$ cat config.mk
export PLATFORM = sky130hd
export DESIGN_NAME = adsr_envelope_generator_top
export DESIGN_NICKNAME = d
export VERILOG_FILES = /design/src/rtl/adsr_pkg.sv /design/src/rtl/adsr_envelope_generator_top.sv /design/src/rtl/adsr_front.sv /design/src/rtl/adsr_div.sv /design/src/rtl/adsr_back.sv /design/src/rtl/adsr_outq.sv
export SDC_FILE = /design/constraint.sdc
export NUM_CORES = 2
export LEC_CHECK = 0
export BUFFER_PORTS_ARGS = -buffer_cell sky130_fd_sc_hd__buf_2
export CORE_MARGIN = 1.5
export CORE_UTILIZATION = 60
export DETAILED_ROUTE_END_ITERATION = 8
export PLACE_DENSITY = 0.76
export SYNTH_ARGS = -nofsm -noshare
export SYNTH_HDL_FRONTEND = slang
export SYNTH_HIERARCHICAL = 1
export SYNTH_SLANG_ARGS = --single-unit
$ cat constraint.sdc
create_clock -name clk_i -period 20.3 [get_ports clk_i]
set_input_delay 4.06 -clock clk_i [delete_from_list [all_inputs] [get_ports clk_i]]
set_output_delay 4.06 -clock clk_i [all_outputs]
set_load 0.02 [all_outputs]
$ cat src/rtl/adsr_pkg.sv
`default_nettype none

package adsr_pkg;

  localparam int LEVEL_FRAC_BITS = 24;
  localparam int LEVEL_W         = LEVEL_FRAC_BITS + 1;
  localparam int N_W             = 13;
  localparam int TIME_W          = 24;
  localparam int PCT_W           = 7;
  localparam int STAGE_W         = 3;
  localparam int CFG_IDX_W       = 3;
  localparam int CFG_DATA_W      = 24;

  localparam logic [LEVEL_W-1:0] LEVEL_ONE = {1'b1, {LEVEL_FRAC_BITS{1'b0}}};
  localparam logic [LEVEL_W-1:0] REL_FLOOR =
    LEVEL_W'(((2 ** LEVEL_FRAC_BITS) + 500) / 1000);

  localparam logic [PCT_W-1:0]  PCT_FULL   = PCT_W'(100);
  localparam logic [TIME_W-1:0] TIME_RESET = TIME_W'(48);

  // x / 100 as a reciprocal multiply, exact for x up to 101 * LEVEL_ONE
  localparam int DIV100_SHIFT = LEVEL_FRAC_BITS + 14;
  localparam int DIV100_W     = LEVEL_FRAC_BITS + 8;
  localparam logic [DIV100_W-1:0] DIV100_MUL =
    DIV100_W'(((64'd1 << DIV100_SHIFT) + 64'd99) / 64'd100);

  // serial divider: two quotient bits per cycle
  localparam int DVD_W     = LEVEL_FRAC_BITS + N_W;
  localparam int DSR_W     = TIME_W;
  localparam int DIV_ITER  = (DVD_W + 1) / 2;
  localparam int DIV_PAD_W = 2 * DIV_ITER;
  localparam int DIV_CNT_W = $clog2(DIV_ITER + 1);

  typedef enum logic [1:0] {
    ACT_TICK = 2'd0,
    ACT_ON   = 2'd1,
    ACT_OFF  = 2'd2,
    ACT_KILL = 2'd3
  } action_e;

  typedef enum logic [STAGE_W-1:0] {
    STG_IDLE    = 3'd0,
    STG_ATTACK  = 3'd1,
    STG_DECAY   = 3'd2,
    STG_SUSTAIN = 3'd3,
    STG_RELEASE = 3'd4
  } stage_e;

  typedef enum logic [2:0] {
    CMD_HOLD    = 3'd0,
    CMD_ADVANCE = 3'd1,
    CMD_TRIGGER = 3'd2,
    CMD_RELEASE = 3'd3,
    CMD_KILL    = 3'd4
  } cmd_e;

  typedef enum logic [CFG_IDX_W-1:0] {
    CFG_ENABLE  = 3'd0,
    CFG_ATTACK  = 3'd1,
    CFG_DECAY   = 3'd2,
    CFG_RELEASE = 3'd3,
    CFG_SUSTAIN = 3'd4,
    CFG_AMOUNT  = 3'd5
  } cfg_idx_e;

  typedef struct packed {
    logic              env_enable;
    logic [TIME_W-1:0] attack_samples;
    logic [TIME_W-1:0] decay_samples;
    logic [TIME_W-1:0] release_samples;
    logic [PCT_W-1:0]  sustain_percent;
    logic [PCT_W-1:0]  amount_percent;
  } cfg_t;

  typedef struct packed {
    cmd_e           kind;
    logic [N_W-1:0] n;
  } cmd_t;

  typedef struct packed {
    logic [LEVEL_W-1:0] value;
    logic [STAGE_W-1:0] stage;
  } res_t;

  typedef struct packed {
    logic             start;
    logic [DVD_W-1:0] dividend;
    logic [DSR_W-1:0] divisor;
  } div_req_t;

endpackage

`default_nettype wire

$ cat src/rtl/adsr_envelope_generator_top.sv
// Channel   Handshake               Payload
// request   push / full             action_i, block_samples_i
// result    empty / pop             env_value_o, env_stage_o
// config    cfg_valid_i/cfg_ready_o cfg_index_i, cfg_data_i
//
// Request accept to result: a tick with the envelope off goes wait to push; note-on/off/kill add
// the output state, and with it on those and an idle tick add the scaling state; a tick in sustain
// adds the sustain state, in attack or release one radix-4 divider pass, in decay both: 19 steps
// plus load and done; the back takes the next request the cycle after its result.
// Two-entry queues sit at both sides: a full result queue holds the back, then full rises.
// Reset is asynchronous, active low; config registers take their documented defaults.
`default_nettype none

module adsr_envelope_generator_top import adsr_pkg::*; (
  input  wire logic                  clk_i,
  input  wire logic                  rst_ni,
  input  wire logic                  push,
  output logic                       full,
  input  wire logic [1:0]            action_i,
  input  wire logic [N_W-1:0]        block_samples_i,
  output logic                       empty,
  input  wire logic                  pop,
  output logic [LEVEL_W-1:0]         env_value_o,
  output logic [STAGE_W-1:0]         env_stage_o,
  input  wire logic                  cfg_valid_i,
  output logic                       cfg_ready_o,
  input  wire logic [CFG_IDX_W-1:0]  cfg_index_i,
  input  wire logic [CFG_DATA_W-1:0] cfg_data_i
);

  cfg_t             cfg_q;
  logic             cmd_valid, cmd_ready;
  cmd_t             cmd;
  div_req_t         div_req;
  logic             div_done;
  logic [DVD_W-1:0] div_quo;
  logic             res_valid, res_ready;
  res_t             res, res_head;

  assign cfg_ready_o = 1'b1;

  always_ff @(posedge clk_i or negedge rst_ni) begin
    if (!rst_ni) begin
      cfg_q.env_enable      <= 1'b0;
      cfg_q.attack_samples  <= TIME_RESET;
      cfg_q.decay_samples   <= TIME_RESET;
      cfg_q.release_samples <= TIME_RESET;
      cfg_q.sustain_percent <= PCT_FULL;
      cfg_q.amount_percent  <= PCT_FULL;
    end else if (cfg_valid_i && cfg_ready_o) begin
      unique case (cfg_idx_e'(cfg_index_i))
        CFG_ENABLE:  cfg_q.env_enable      <= cfg_data_i[0];
        CFG_ATTACK:  cfg_q.attack_samples  <= cfg_data_i[TIME_W-1:0];
        CFG_DECAY:   cfg_q.decay_samples   <= cfg_data_i[TIME_W-1:0];
        CFG_RELEASE: cfg_q.release_samples <= cfg_data_i[TIME_W-1:0];
        CFG_SUSTAIN: cfg_q.sustain_percent <= cfg_data_i[PCT_W-1:0];
        CFG_AMOUNT:  cfg_q.amount_percent  <= cfg_data_i[PCT_W-1:0];
        default: ;
      endcase
    end
  end

  adsr_front u_front (
    .clk_i           (clk_i),
    .rst_ni          (rst_ni),
    .env_enable_i    (cfg_q.env_enable),
    .push            (push),
    .full            (full),
    .action_i        (action_i),
    .block_samples_i (block_samples_i),
    .cmd_valid_o     (cmd_valid),
    .cmd_ready_i     (cmd_ready),
    .cmd_o           (cmd)
  );

  adsr_div u_div (
    .clk_i  (clk_i),
    .rst_ni (rst_ni),
    .req_i  (div_req),
    .done_o (div_done),
    .quo_o  (div_quo)
  );

  adsr_back u_back (
    .clk_i       (clk_i),
    .rst_ni      (rst_ni),
    .cfg_i       (cfg_q),
    .cmd_valid_i (cmd_valid),
    .cmd_ready_o (cmd_ready),
    .cmd_i       (cmd),
    .div_req_o   (div_req),
    .div_done_i  (div_done),
    .div_quo_i   (div_quo),
    .res_valid_o (res_valid),
    .res_ready_i (res_ready),
    .res_o       (res)
  );

  adsr_outq u_outq (
    .clk_i   (clk_i),
    .rst_ni  (rst_ni),
    .push_i  (res_valid),
    .ready_o (res_ready),
    .data_i  (res),
    .empty_o (empty),
    .pop_i   (pop),
    .data_o  (res_head)
  );

  assign env_value_o = res_head.value;
  assign env_stage_o = res_head.stage;

endmodule

`default_nettype wire

$ cat src/rtl/adsr_front.sv
`default_nettype none

module adsr_front import adsr_pkg::*; (
  input  wire logic           clk_i,
  input  wire logic           rst_ni,
  input  wire logic           env_enable_i,
  input  wire logic           push,
  output logic                full,
  input  wire logic [1:0]     action_i,
  input  wire logic [N_W-1:0] block_samples_i,
  output logic                cmd_valid_o,
  input  wire logic           cmd_ready_i,
  output cmd_t                cmd_o
);

  cmd_t       mem_q [2];
  logic       wr_ptr_q, rd_ptr_q;
  logic [1:0] count_q;
  cmd_t       cmd_in;
  logic       enq, deq;

  always_comb begin
    cmd_in.n = block_samples_i;
    unique case (action_e'(action_i))
      ACT_TICK: cmd_in.kind = env_enable_i ? CMD_ADVANCE : CMD_HOLD;
      ACT_ON:   cmd_in.kind = CMD_TRIGGER;
      ACT_OFF:  cmd_in.kind = CMD_RELEASE;
      default:  cmd_in.kind = CMD_KILL;
    endcase
  end

  assign full        = (count_q == 2'd2);
  assign cmd_valid_o = (count_q != 2'd0);
  assign cmd_o       = mem_q[rd_ptr_q];
  assign enq         = push && !full;
  assign deq         = cmd_valid_o && cmd_ready_i;

  always_ff @(posedge clk_i or negedge rst_ni) begin
    if (!rst_ni) begin
      wr_ptr_q <= 1'b0;
      rd_ptr_q <= 1'b0;
      count_q  <= 2'd0;
    end else begin
      if (enq) wr_ptr_q <= ~wr_ptr_q;
      if (deq) rd_ptr_q <= ~rd_ptr_q;
      count_q <= count_q + {1'b0, enq} - {1'b0, deq};
    end
  end

  always_ff @(posedge clk_i) begin
    if (enq) mem_q[wr_ptr_q] <= cmd_in;
  end

endmodule

`default_nettype wire

$ cat src/rtl/adsr_div.sv
`default_nettype none

module adsr_div import adsr_pkg::*; (
  input  wire logic       clk_i,
  input  wire logic       rst_ni,
  input  wire div_req_t   req_i,
  output logic            done_o,
  output logic [DVD_W-1:0] quo_o
);

  logic [DSR_W-1:0]     rem_q, dsr_q;
  logic [DIV_PAD_W-1:0] quo_q;
  logic [DIV_CNT_W-1:0] cnt_q;
  logic                 busy_q, done_q;

  logic [DSR_W:0]       t1, t2;
  logic                 ge1, ge2;
  logic [DSR_W-1:0]     r1, r2;
  logic [DIV_PAD_W-1:0] s1, s2;

  always_comb begin
    t1  = {rem_q, quo_q[DIV_PAD_W-1]};
    ge1 = (t1 >= {1'b0, dsr_q});
    r1  = ge1 ? DSR_W'(t1 - {1'b0, dsr_q}) : t1[DSR_W-1:0];
    s1  = {quo_q[DIV_PAD_W-2:0], ge1};
    t2  = {r1, s1[DIV_PAD_W-1]};
    ge2 = (t2 >= {1'b0, dsr_q});
    r2  = ge2 ? DSR_W'(t2 - {1'b0, dsr_q}) : t2[DSR_W-1:0];
    s2  = {s1[DIV_PAD_W-2:0], ge2};
  end

  assign done_o = done_q;
  assign quo_o  = quo_q[DVD_W-1:0];

  always_ff @(posedge clk_i or negedge rst_ni) begin
    if (!rst_ni) begin
      busy_q <= 1'b0;
      done_q <= 1'b0;
      cnt_q  <= '0;
      rem_q  <= '0;
      dsr_q  <= '0;
      quo_q  <= '0;
    end else begin
      done_q <= 1'b0;
      if (req_i.start) begin
        rem_q  <= '0;
        dsr_q  <= req_i.divisor;
        quo_q  <= DIV_PAD_W'(req_i.dividend);
        cnt_q  <= DIV_CNT_W'(DIV_ITER);
        busy_q <= 1'b1;
      end else if (busy_q) begin
        rem_q <= r2;
        quo_q <= s2;
        cnt_q <= cnt_q - 1'b1;
        if (cnt_q == DIV_CNT_W'(1)) begin
          busy_q <= 1'b0;
          done_q <= 1'b1;
        end
      end
    end
  end

endmodule

`default_nettype wire

$ cat src/rtl/adsr_back.sv
`default_nettype none

module adsr_back import adsr_pkg::*; (
  input  wire logic            clk_i,
  input  wire logic            rst_ni,
  input  wire cfg_t            cfg_i,
  input  wire logic            cmd_valid_i,
  output logic                 cmd_ready_o,
  input  wire cmd_t            cmd_i,
  output div_req_t             div_req_o,
  input  wire logic            div_done_i,
  input  wire logic [DVD_W-1:0] div_quo_i,
  output logic                 res_valid_o,
  input  wire logic            res_ready_i,
  output res_t                 res_o
);

  typedef enum logic [2:0] {
    BS_WAIT, BS_SUS, BS_STEP, BS_OUT, BS_OUTW, BS_PUSH
  } back_state_e;

  back_state_e              state_q;
  stage_e                   stage_q;
  logic [LEVEL_W-1:0]       level_q, sus_q;
  logic [N_W-1:0]           n_q;
  logic [LEVEL_W+PCT_W-1:0] out_num_q;
  div_req_t                 div_req_q;
  logic                     res_valid_q;
  res_t                     res_q;

  logic [PCT_W-1:0]         sus_pct, amt_pct;
  logic [TIME_W-1:0]        atk_t, dec_t, rel_t;
  logic [LEVEL_W+N_W-1:0]   prod_rel, prod_dec;
  logic [LEVEL_W+PCT_W-1:0] prod_out, sus_num;
  logic [LEVEL_W-1:0]       sus_lvl;
  logic [DVD_W:0]           atk_sum;
  logic [LEVEL_W-1:0]       dec_gap, rel_rem, step_level;
  stage_e                   step_stage;

  function automatic logic [LEVEL_W-1:0] div100(input logic [LEVEL_W+PCT_W-1:0] x);
    logic [LEVEL_W+PCT_W+DIV100_W-1:0] p;
    p = x * DIV100_MUL;
    return p[DIV100_SHIFT +: LEVEL_W];
  endfunction

  always_comb begin
    sus_pct  = (cfg_i.sustain_percent > PCT_FULL) ? PCT_FULL : cfg_i.sustain_percent;
    amt_pct  = (cfg_i.amount_percent > PCT_FULL) ? PCT_FULL : cfg_i.amount_percent;
    atk_t    = (cfg_i.attack_samples == '0) ? TIME_W'(1) : cfg_i.attack_samples;
    dec_t    = (cfg_i.decay_samples == '0) ? TIME_W'(1) : cfg_i.decay_samples;
    rel_t    = (cfg_i.release_samples == '0) ? TIME_W'(1) : cfg_i.release_samples;
    prod_rel = level_q * cmd_i.n;
    prod_dec = n_q * (LEVEL_ONE - sus_q);
    prod_out = level_q * amt_pct;
    sus_num  = sus_pct * LEVEL_ONE + (LEVEL_W + PCT_W)'(50);
    sus_lvl  = div100(sus_num);
  end

  // level update from the divider step
  always_comb begin
    atk_sum    = {1'b0, DVD_W'(level_q)} + {1'b0, div_quo_i};
    dec_gap    = level_q - sus_q;
    rel_rem    = level_q - div_quo_i[LEVEL_W-1:0];
    step_level = level_q;
    step_stage = stage_q;
    unique case (stage_q)
      STG_ATTACK: begin
        if (atk_sum >= (DVD_W + 1)'(LEVEL_ONE)) begin
          step_level = LEVEL_ONE;
          step_stage = STG_DECAY;
        end else begin
          step_level = atk_sum[LEVEL_W-1:0];
        end
      end
      STG_DECAY: begin
        if (level_q <= sus_q || DVD_W'(dec_gap) <= div_quo_i) begin
          step_level = sus_q;
          step_stage = STG_SUSTAIN;
        end else begin
          step_level = level_q - div_quo_i[LEVEL_W-1:0];
        end
      end
      STG_RELEASE: begin
        if (div_quo_i > DVD_W'(level_q) || rel_rem < REL_FLOOR) begin
          step_level = '0;
          step_stage = STG_IDLE;
        end else begin
          step_level = rel_rem;
        end
      end
      default: begin
        step_level = level_q;
      end
    endcase
  end

  assign cmd_ready_o = (state_q == BS_WAIT);
  assign div_req_o   = div_req_q;
  assign res_valid_o = res_valid_q;
  assign res_o       = res_q;

  always_ff @(posedge clk_i or negedge rst_ni) begin
    if (!rst_ni) begin
      state_q     <= BS_WAIT;
      stage_q     <= STG_IDLE;
      level_q     <= '0;
      sus_q       <= '0;
      n_q         <= '0;
      out_num_q   <= '0;
      div_req_q   <= '0;
      res_valid_q <= 1'b0;
      res_q       <= '0;
    end else begin
      div_req_q.start <= 1'b0;
      unique case (state_q)
        BS_WAIT: begin
          if (cmd_valid_i) begin
            n_q <= cmd_i.n;
            unique case (cmd_i.kind)
              CMD_HOLD: begin
                res_q.value <= '0;
                res_q.stage <= stage_q;
                res_valid_q <= 1'b1;
                state_q     <= BS_PUSH;
              end
              CMD_ADVANCE: begin
                unique case (stage_q)
                  STG_ATTACK: begin
                    div_req_q <= '{start: 1'b1, dividend: {cmd_i.n, {LEVEL_FRAC_BITS{1'b0}}},
                                   divisor: atk_t};
                    state_q   <= BS_STEP;
                  end
                  STG_DECAY, STG_SUSTAIN: begin
                    sus_q   <= sus_lvl;
                    state_q <= BS_SUS;
                  end
                  STG_RELEASE: begin
                    div_req_q <= '{start: 1'b1, dividend: DVD_W'(prod_rel),
                                   divisor: rel_t};
                    state_q   <= BS_STEP;
                  end
                  default: begin
                    level_q <= '0;
                    state_q <= BS_OUT;
                  end
                endcase
              end
              CMD_TRIGGER: begin
                stage_q <= STG_ATTACK;
                level_q <= '0;
                state_q <= BS_OUT;
              end
              CMD_RELEASE: begin
                if (stage_q != STG_IDLE) stage_q <= STG_RELEASE;
                state_q <= BS_OUT;
              end
              default: begin
                stage_q <= STG_IDLE;
                level_q <= '0;
                state_q <= BS_OUT;
              end
            endcase
          end
        end
        BS_SUS: begin
          if (stage_q == STG_SUSTAIN) begin
            level_q <= sus_q;
            state_q <= BS_OUT;
          end else begin
            div_req_q <= '{start: 1'b1, dividend: DVD_W'(prod_dec), divisor: dec_t};
            state_q   <= BS_STEP;
          end
        end
        BS_STEP: begin
          if (div_done_i) begin
            level_q <= step_level;
            stage_q <= step_stage;
            state_q <= BS_OUT;
          end
        end
        BS_OUT: begin
          res_q.stage <= stage_q;
          if (cfg_i.env_enable) begin
            out_num_q <= prod_out;
            state_q   <= BS_OUTW;
          end else begin
            res_q.value <= '0;
            res_valid_q <= 1'b1;
            state_q     <= BS_PUSH;
          end
        end
        BS_OUTW: begin
          res_q.value <= div100(out_num_q);
          res_valid_q <= 1'b1;
          state_q     <= BS_PUSH;
        end
        BS_PUSH: begin
          if (res_ready_i) begin
            res_valid_q <= 1'b0;
            state_q     <= BS_WAIT;
          end
        end
        default: state_q <= BS_WAIT;
      endcase
    end
  end

`ifndef SYNTHESIS
  a_level_max: assert property (@(posedge clk_i) disable iff (!rst_ni)
    level_q <= LEVEL_ONE) else $error("level above full scale");

  a_idle_zero: assert property (@(posedge clk_i) disable iff (!rst_ni)
    stage_q == STG_IDLE |-> level_q == '0) else $error("idle with nonzero level");

  a_div_wait: assert property (@(posedge clk_i) disable iff (!rst_ni)
    div_req_q.start |-> state_q == BS_STEP)
    else $error("divider started outside a wait state");

  a_res_valid: assert property (@(posedge clk_i) disable iff (!rst_ni)
    res_valid_q |-> state_q == BS_PUSH) else $error("result valid outside push");
`endif

endmodule

`default_nettype wire

$ cat src/rtl/adsr_outq.sv
`default_nettype none

module adsr_outq import adsr_pkg::*; (
  input  wire logic clk_i,
  input  wire logic rst_ni,
  input  wire logic push_i,
  output logic      ready_o,
  input  wire res_t data_i,
  output logic      empty_o,
  input  wire logic pop_i,
  output res_t      data_o
);

  res_t       mem_q [2];
  logic       wr_ptr_q, rd_ptr_q;
  logic [1:0] count_q;
  logic       enq, deq;

  assign ready_o = (count_q != 2'd2);
  assign empty_o = (count_q == 2'd0);
  assign data_o  = mem_q[rd_ptr_q];
  assign enq     = push_i && ready_o;
  assign deq     = pop_i && !empty_o;

  always_ff @(posedge clk_i or negedge rst_ni) begin
    if (!rst_ni) begin
      wr_ptr_q <= 1'b0;
      rd_ptr_q <= 1'b0;
      count_q  <= 2'd0;
    end else begin
      if (enq) wr_ptr_q <= ~wr_ptr_q;
      if (deq) rd_ptr_q <= ~rd_ptr_q;
      count_q <= count_q + {1'b0, enq} - {1'b0, deq};
    end
  end

  always_ff @(posedge clk_i) begin
    if (enq) mem_q[wr_ptr_q] <= data_i;
  end

endmodule

`default_nettype wire
==> reports/summary.txt <==
FF+latch area: 12200 um^2
Final Hold Viols: 0
htree depth: 2
status: complete, but fails checks
Synth Flop Type: dfrtp_1
largest cells by area after synthesis: fa_1 29%, ha_1 15%, dfrtp_1 12%, inv_1 8.1%, nand2_1 4.3%
Congestion Overflow GR: 0
Worst setup SP type: flip-flop
iteration-0 DRC count of the detailed router: 5796
Final Critical Period: 8860 ps
Compound-Gate Fraction of Synth Area: 10.9%
final setup violating endpoints: 0
wire per inst: 22.3 um
most area-hungry cell type in the Yosys netlist: fa_1
first-pass iteration count of the detailed router: 9
Die X: 359 um
root buf cell: clkbuf_16
Ports: 78
FFs w/ async S/R, synth: 81.2%
simple-gate area share of the yosys netlist: 12.2%
Finished Core Util: 63.3%
CP max stage delay: 640 ps
Std-Cell Rows: 130
Post-CTS Hold Buffers: 0
CTS tree: built
Placer Congestion: 1.03
DP HPWL: 173 mm
Final ANT Viol Nets: 0
Worst Path Required: 20840 ps
number of synthesized flops with an enable pin: 88
IO buf count: 76
failing checks: DRC
Chip Height: 359 um
most frequent cell after synthesis: inv_1
synthesized net count: 10300
Worst Hold Class: reg -> reg
Final Instance Area: 79700 um^2
flops & latches, synth: 468
Clock Tree Buf Depth: 3
Mapped Cells: 8213
Post-Route Setup TNS: 0 ps
dominant combinational cell family by area after synthesis: adder cells
Max Cap Viol: 0
post-synthesis xor/xnor area fraction: 3.13%
# resized after CTS: 0
RSZ-0062 raised after global routing: no
synthesized area: 76200 um^2
pre-CTS setup slack: 11670 ps
Slowest-stage cell, CP: or4_1
sequential cell area fraction in the yosys report: 16.0%
initial core utilization: 60.5%
DRC violation count after routing: 1
pin count of the biggest net entering global routing: 107
Yosys top cell area share: 29.0%
Mean Syn Cell Area: 9.28 um^2
nets: 10200
worst-path maximum fanout: 13
Setup CP Type: reg -> reg
DR vias/cell: 6.01
adder-cell share of the synthesized area: 44.4%
initial antenna violation count: 14
clock sink count: 468
worst clock skew: 72.6 ps
Worst Tran Pin Value: 1340 ps
CORE AREA: 126000 um^2
vias in the first global route: 61900
CP top delay family: adder cells
final worst slack: 11440 ps
Synth top cells by count: 1654 x inv_1, 1104 x fa_1, 941 x ha_1, 880 x nand2_1, 368 x dfrtp_1
setup bufs post-CTS: 0
worst path arrival time: 9390 ps
Max Transition Viols Final: 0
Fmax: 0.113 GHz
Area Overhead vs Synth: 4.61%
Placed Area: 77900 um^2
Tot GR Track Use: 34.3%
first-pass GRT wire length: 346 mm
clk_lat worst skew: 700 ps
final period utilization: 43.6%
Fill cells: 10400
Slew headroom: 10.9%
Routed WL: 218 mm
total die area: 129000 um^2
via count: 58800
Clock transition at path regs: 60 ps
Multi-input gate area: 56300 um^2
Cell variety after synth: 111
Yosys Warn Count: 6
CP Buf/Inv Count: 5
layout cells sized above 1: 6.14%
Top cell by count, worst path: fa_1
crit end category: flip-flop
Num CTS Buffers: 54
post-synthesis mux area share: 3.03%
-- sequential cells by signal (all words and copies together) (netlist names), 2 cells and up --
register and cells:
u_back/sus_q 25, u_back/res_o 28, u_back/out_num_q 32, u_back/level_q 25
u_back/state_q 3, u_front/count_q 2, cfg_q 87, u_div/quo_q 38
u_back/div_req_o 62, u_outq/mem_q 56, u_outq/count_q 2, u_back/stage_q 3
u_div/rem_q 24, u_front/mem_q 32, u_back/n_q 13, u_div/dsr_q 24
u_div/cnt_q 5
-- worst paths after layout --
| kind | from | endpoint | slack [ps] | depth (start not counted) |
|---|---|---|---|---|
| max in group asynchronous | rst_ni | cfg_q[27] | 14460 | 3 |
| min in group asynchronous | rst_ni | u_back/out_num_q[9] | 3480 | 1 |
| setup / recovery | u_back/sus_q[2] | u_back/div_req_o[56] | 11440 | 29 |
| setup reg to reg | u_back/sus_q[2] | u_back/div_req_o[56] | 11440 | 29 |
| hold reg to reg | u_back/res_o[3] | u_outq/mem_q[1][3] | 470 | 0 |
| hold / removal | u_back/res_o[3] | u_outq/mem_q[1][3] | 470 | 0 |
-- placed cells by master (no fill, tap or decap), types with 82 or more instances in the layout --
cell,Yosys,final
a21oi_1,336,336
ha_1,941,941
edfxtp_1,88,88
xnor2_1,179,169
a21o_1,127,127
nor2_1,277,273
and2_1,328,327
dfrtp_1,368,366
o21ai_0,308,307
fa_1,1104,1104
nand3_1,82,82
xor2_1,93,93
buf_4,39,97
nand2_1,880,879
inv_1,1654,1654
-- metrics by stage --
step / hold WS, ps / std cells
floorplan: 439 / 8213
global placement: 453 / 9677
detailed placement: 459 / 9677
CTS: 473 / 9778
global route: 478 / 9784
finish: 472 / 9789
-- kinds of logic (layout without fill, tap and decap cells) --
logic type                 count (synthesis)  count (layout)
adders and majority gates               2045            2045
buffers and inverters                   2015            1930
and+or+nand+nor                         1950            1950
AOI/OAI and AO/OA                       1271            1271
DFF                                      468             468
xor gates and xnor gates                 272             272
muxes                                    191             191
other                                      1              12
-- metal layers --
layer / GRT usage, % / vias to the layer above / share of wire [%]
li1: - / 26100 / -
met1: 46.8 / 29600 / 41
met2: 53.8 / 2562 / 45
met3: 6.60 / 510 / 8.7
met4: 14.0 / 2 / 4.6
met5: 0 / - / 0.0060
-- final cells by class --
| cell class | count | share of cell area (%) |
|---|---|---|
| diodes | 11 | 0.0345 |
| clock inverters | 30 | 0.410 |
| repair buffers | 173 | 1.40 |
| inverters | 1656 | 7.80 |
| flip-flops and latches | 468 | 15.3 |
| clock buffers | 71 | 1.86 |
| multi-input cells | 5730 | 70.6 |
| well taps | 1650 | 2.59 |
Power is not shown: default switching activity piles up to over one toggle a cycle in this logic, so the estimate is an artifact.
